===== config.mk =====
export PLATFORM = sky130hd
export DESIGN_NAME = pite_ram
export DESIGN_NICKNAME = d
export VERILOG_FILES = /design/src/hw/rtl/pite_ram.sv
export SDC_FILE = /design/constraint.sdc
export NUM_CORES = 1
export LEC_CHECK = 0
export BUFFER_PORTS_ARGS = -buffer_cell sky130_fd_sc_hd__buf_2
export CAP_MARGIN = 20
export CORE_MARGIN = 1.5
export CORE_UTILIZATION = 35
export DETAILED_ROUTE_END_ITERATION = 10
export GPL_ROUTABILITY_DRIVEN = 0
export MAX_ROUTING_LAYER = met4
export PLACE_DENSITY_LB_ADDON = 0.2
export SKIP_CTS_REPAIR_TIMING = 1
export SLEW_MARGIN = 15
export SYNTH_ARGS = -nofsm -noshare
export SYNTH_HDL_FRONTEND = slang
export SYNTH_SLANG_ARGS = --single-unit

===== constraint.sdc =====
create_clock -name clk_i -period 3.5 [get_ports clk_i]
set_input_delay 0.175 -clock clk_i [delete_from_list [all_inputs] [get_ports clk_i]]
set_output_delay 0.175 -clock clk_i [all_outputs]
set_load 0.01 [all_outputs]

===== src/hw/rtl/pite_ram.sv =====
// -----------------------------------------------------------------------------
// Table memory
// Single write port, single read port, read data registered.
// -----------------------------------------------------------------------------
module pite_ram #(
  parameter int DEPTH = 64,
  parameter int WIDTH = 8
) (
  input  logic                     clk_i,
  input  logic                     we_i,
  input  logic [$clog2(DEPTH)-1:0] waddr_i,
  input  logic [WIDTH-1:0]         wdata_i,
  input  logic                     re_i,
  input  logic [$clog2(DEPTH)-1:0] raddr_i,
  output logic [WIDTH-1:0]         rdata_o
);

  logic [WIDTH-1:0] mem_q [DEPTH];

  always_ff @(posedge clk_i) begin
    if (we_i) begin
      mem_q[waddr_i] <= wdata_i;
    end
  end

  always_ff @(posedge clk_i) begin
    if (re_i) begin
      rdata_o <= mem_q[raddr_i];
    end
  end

endmodule


==> out/metrics.cfg <==
[outcome]
status=finished clean

[worst_setup_path]
critPathRequiredTime_ns=3.84
crit_fanout=1
crit-reg2reg-launch=mem_q[0][3]
cp-startpoint=mem_q[0][3]
crit_path_end_kind=flop
critPathLaunchType=flop
worstSetupPathType=reg2reg
arrival_ns=2.58

[logic_synthesis]
synth-async-reset-ratio=0
ys_seq_elements=520
synth_nets=963
ys_seq_area_frac=0.771
netlist_instances=940
synth_area_mm2=0.0202
syn_area_per_cell_um2=21.5
synth_edf_count=520
synth_cell_types=39
yosys_warnings=0
synthFlopType=edfxtp_1

[pwr]
ir_worst_vdd_mv=0.359
leakagePower_nw=7.28
power_mw=13.1
p_per_area_mw_per_mm2=563

[grt]
grt_max_degree=54
first_global_vias=10100
grt.total_usage=0.174
grt_first_pass_wirelength_mm=71.9
antenna_found_initial=0
grt_overflow=0

[sta]
relSlewSlack=0.344
finalHoldViolCount=0
maxSlewViolCount=0
worstMarginPinSlew_ns=0.980
skew_ns=0.0179
grt_setup_unrepaired=false
fin_crit_ns=2.23
hold-worst-slack_ns=0.0486
fmax_mhz=448
setup_viol=0
tns_ns=0
min_period_over_period=0.638

[placed_design]
numPortBuffers=30
dp_cells=1736
dp_hpwl_mm=30.6

[detailed_routing]
num_vias=9642
vias_per_cell=5.24
wl_per_cell_um=26.7
totalWireLength_mm=49.1
first_iter_violations=890
drtPass1Iterations=4
drcViolationCount=0
antenna_left=0

[final_layout]
drive_above_1_share=0.288
fillers=5077
areaGrowthSynthToFinish_pct=15.3
diodes=0
final_nets=1064
stdcell_count=1840

[job]
cap_violations=0

[floorplanning]
row_count=87
initial_utilization=0.356
die_y_um=244
die_width_um=244
core-area_mm2=0.0568
dieArea_mm2=0.0593
pin_count=31

[clock_tree]
clockRootBuffer=clkbuf_16
cts_tree=yes
numClockSinks=520
clock_latency_ns=0.62
clk_pin_slew_ns=0.06
cts-buffers-inserted=54
ctsLongestPathBuffers=3
htree_levels=2

[worst_hold_path]
hold_class=in2reg
min-delay-start=wdata_i[3]

[power breakdown]
group	internal (mW)	leakage [nW]	switching [mW]
registers	6.91	4.69	0.0183
logic	0.256	1.78	0.415
clock network	3.19	0.817	2.37
[sequential cells by signal (all words and copies together), names as in the netlist]
register and count:
rdata_o 8, mem_q 512
[critical path: stages (launching register included)]
cell and delay [ns]:
edfxtp_1 0.37, mux4_2 0.46, nor2b_1 0.14, a2111oi_0 0.65, buf_4 0.26, o41ai_1 0.09
[cell usage after synthesis (all sizes together) (2+ instances only)]
cell     instances  share of area
nor4             2        0.00062
clkbuf          17         0.0032
mux2            13         0.0072
buf             34          0.012
a22oi            3         0.0011
edfxtp         520           0.77
o32ai            2        0.00087
o2111ai          3         0.0013
nor3             7         0.0017
mux2i           23          0.011
a21oi            3        0.00074
o221a            2         0.0011
nand3b           3         0.0011
a211oi           4         0.0015
nand2b           7         0.0022
mux4           126           0.14
o21a             2        0.00074
o22ai            8         0.0025
o21ai            4        0.00099
a221oi           6         0.0026
o41ai            2        0.00087
o221ai           8         0.0035
nand4            2        0.00062
o2bb2ai          3         0.0013
nand2           19         0.0035
a2111oi          2        0.00087
nand3           13         0.0032
nor2b           14         0.0043
nor2            83          0.015
[cell usage in the layout (no fill, tap or decap), types with 3 or more instances in the layout]
cell / Yosys / routed
edfxtp_1: 520 / 520
mux4_2: 126 / 126
nor2_1: 83 / 83
buf_4: 13 / 58
clkbuf_16: 0 / 55
buf_2: 11 / 27
mux2i_1: 23 / 23
nand2_1: 19 / 19
clkbuf_1: 17 / 15
nor2b_1: 14 / 14
mux2_2: 13 / 13
nand3_1: 13 / 13
clkinv_1: 0 / 9
o221ai_1: 8 / 8
o22ai_1: 8 / 8
clkinv_2: 0 / 8
buf_12: 2 / 8
nand2b_1: 7 / 7
a221oi_1: 6 / 6
nor3_1: 7 / 5
clkinvlp_4: 0 / 5
a211oi_1: 4 / 4
bufinv_16: 0 / 4
nand3b_1: 3 / 3
a21oi_1: 3 / 3
a22oi_1: 3 / 3
o2111ai_1: 3 / 3
o2bb2ai_1: 3 / 3
[layout make-up]
class,count,area (um2),share of cell area
Clock inverter,29,269,0.0115
Timing Repair Buffer,96,764,0.0327
Multi-Input combinational cell,369,4330,0.185
Clock buffer,70,1430,0.0613
Sequential cell,520,15600,0.669
Tap cell,756,946,0.0405
[kinds of logic (layout without fill, tap and decap cells)]
logic type,after synthesis,after routing,synth area share
DFF,520,520,0.771
muxes,162,162,0.159
and+or+nand+nor,153,153,0.0337
AOI/OAI and AO/OA,54,54,0.0206
buffers and inverters,51,195,0.0156
[layer usage]
layer / share of wire / vias up / track usage
met1: 0.46 / 5179 / 0.244
met2: 0.47 / 249 / 0.264
met5: 0 / - / -
met3: 0.047 / 71 / 0.0297
met4: 0.021 / 0 / 0.0483
li1: - / 4143 / -
[per-stage QoR]
| step | setup WS, ns | utilization | area [um2] |
|---|---|---|---|
| 2_1_floorplan | 1.52 | - | 20200 |
| 3_3_place_gp | 0.743 | 0.380 | 21600 |
| 3_5_place_dp | 0.717 | 0.380 | 21600 |
| 4_1_cts | 1.31 | 0.410 | 23300 |
| 5_1_grt | 1.20 | 0.411 | 23400 |
| 6_report | 1.27 | 0.411 | 23400 |
[path summary, 6_finish.rpt]
kind                        to  slack [ns]  cells past startpoint
setup / recovery    rdata_o[3]        1.27                      5
hold / removal    mem_q[34][3]        0.05                      1
setup reg to reg    rdata_o[3]        1.27                      5
hold reg to reg     rdata_o[4]        0.90                      3
(Power assumes the default switching activity.)
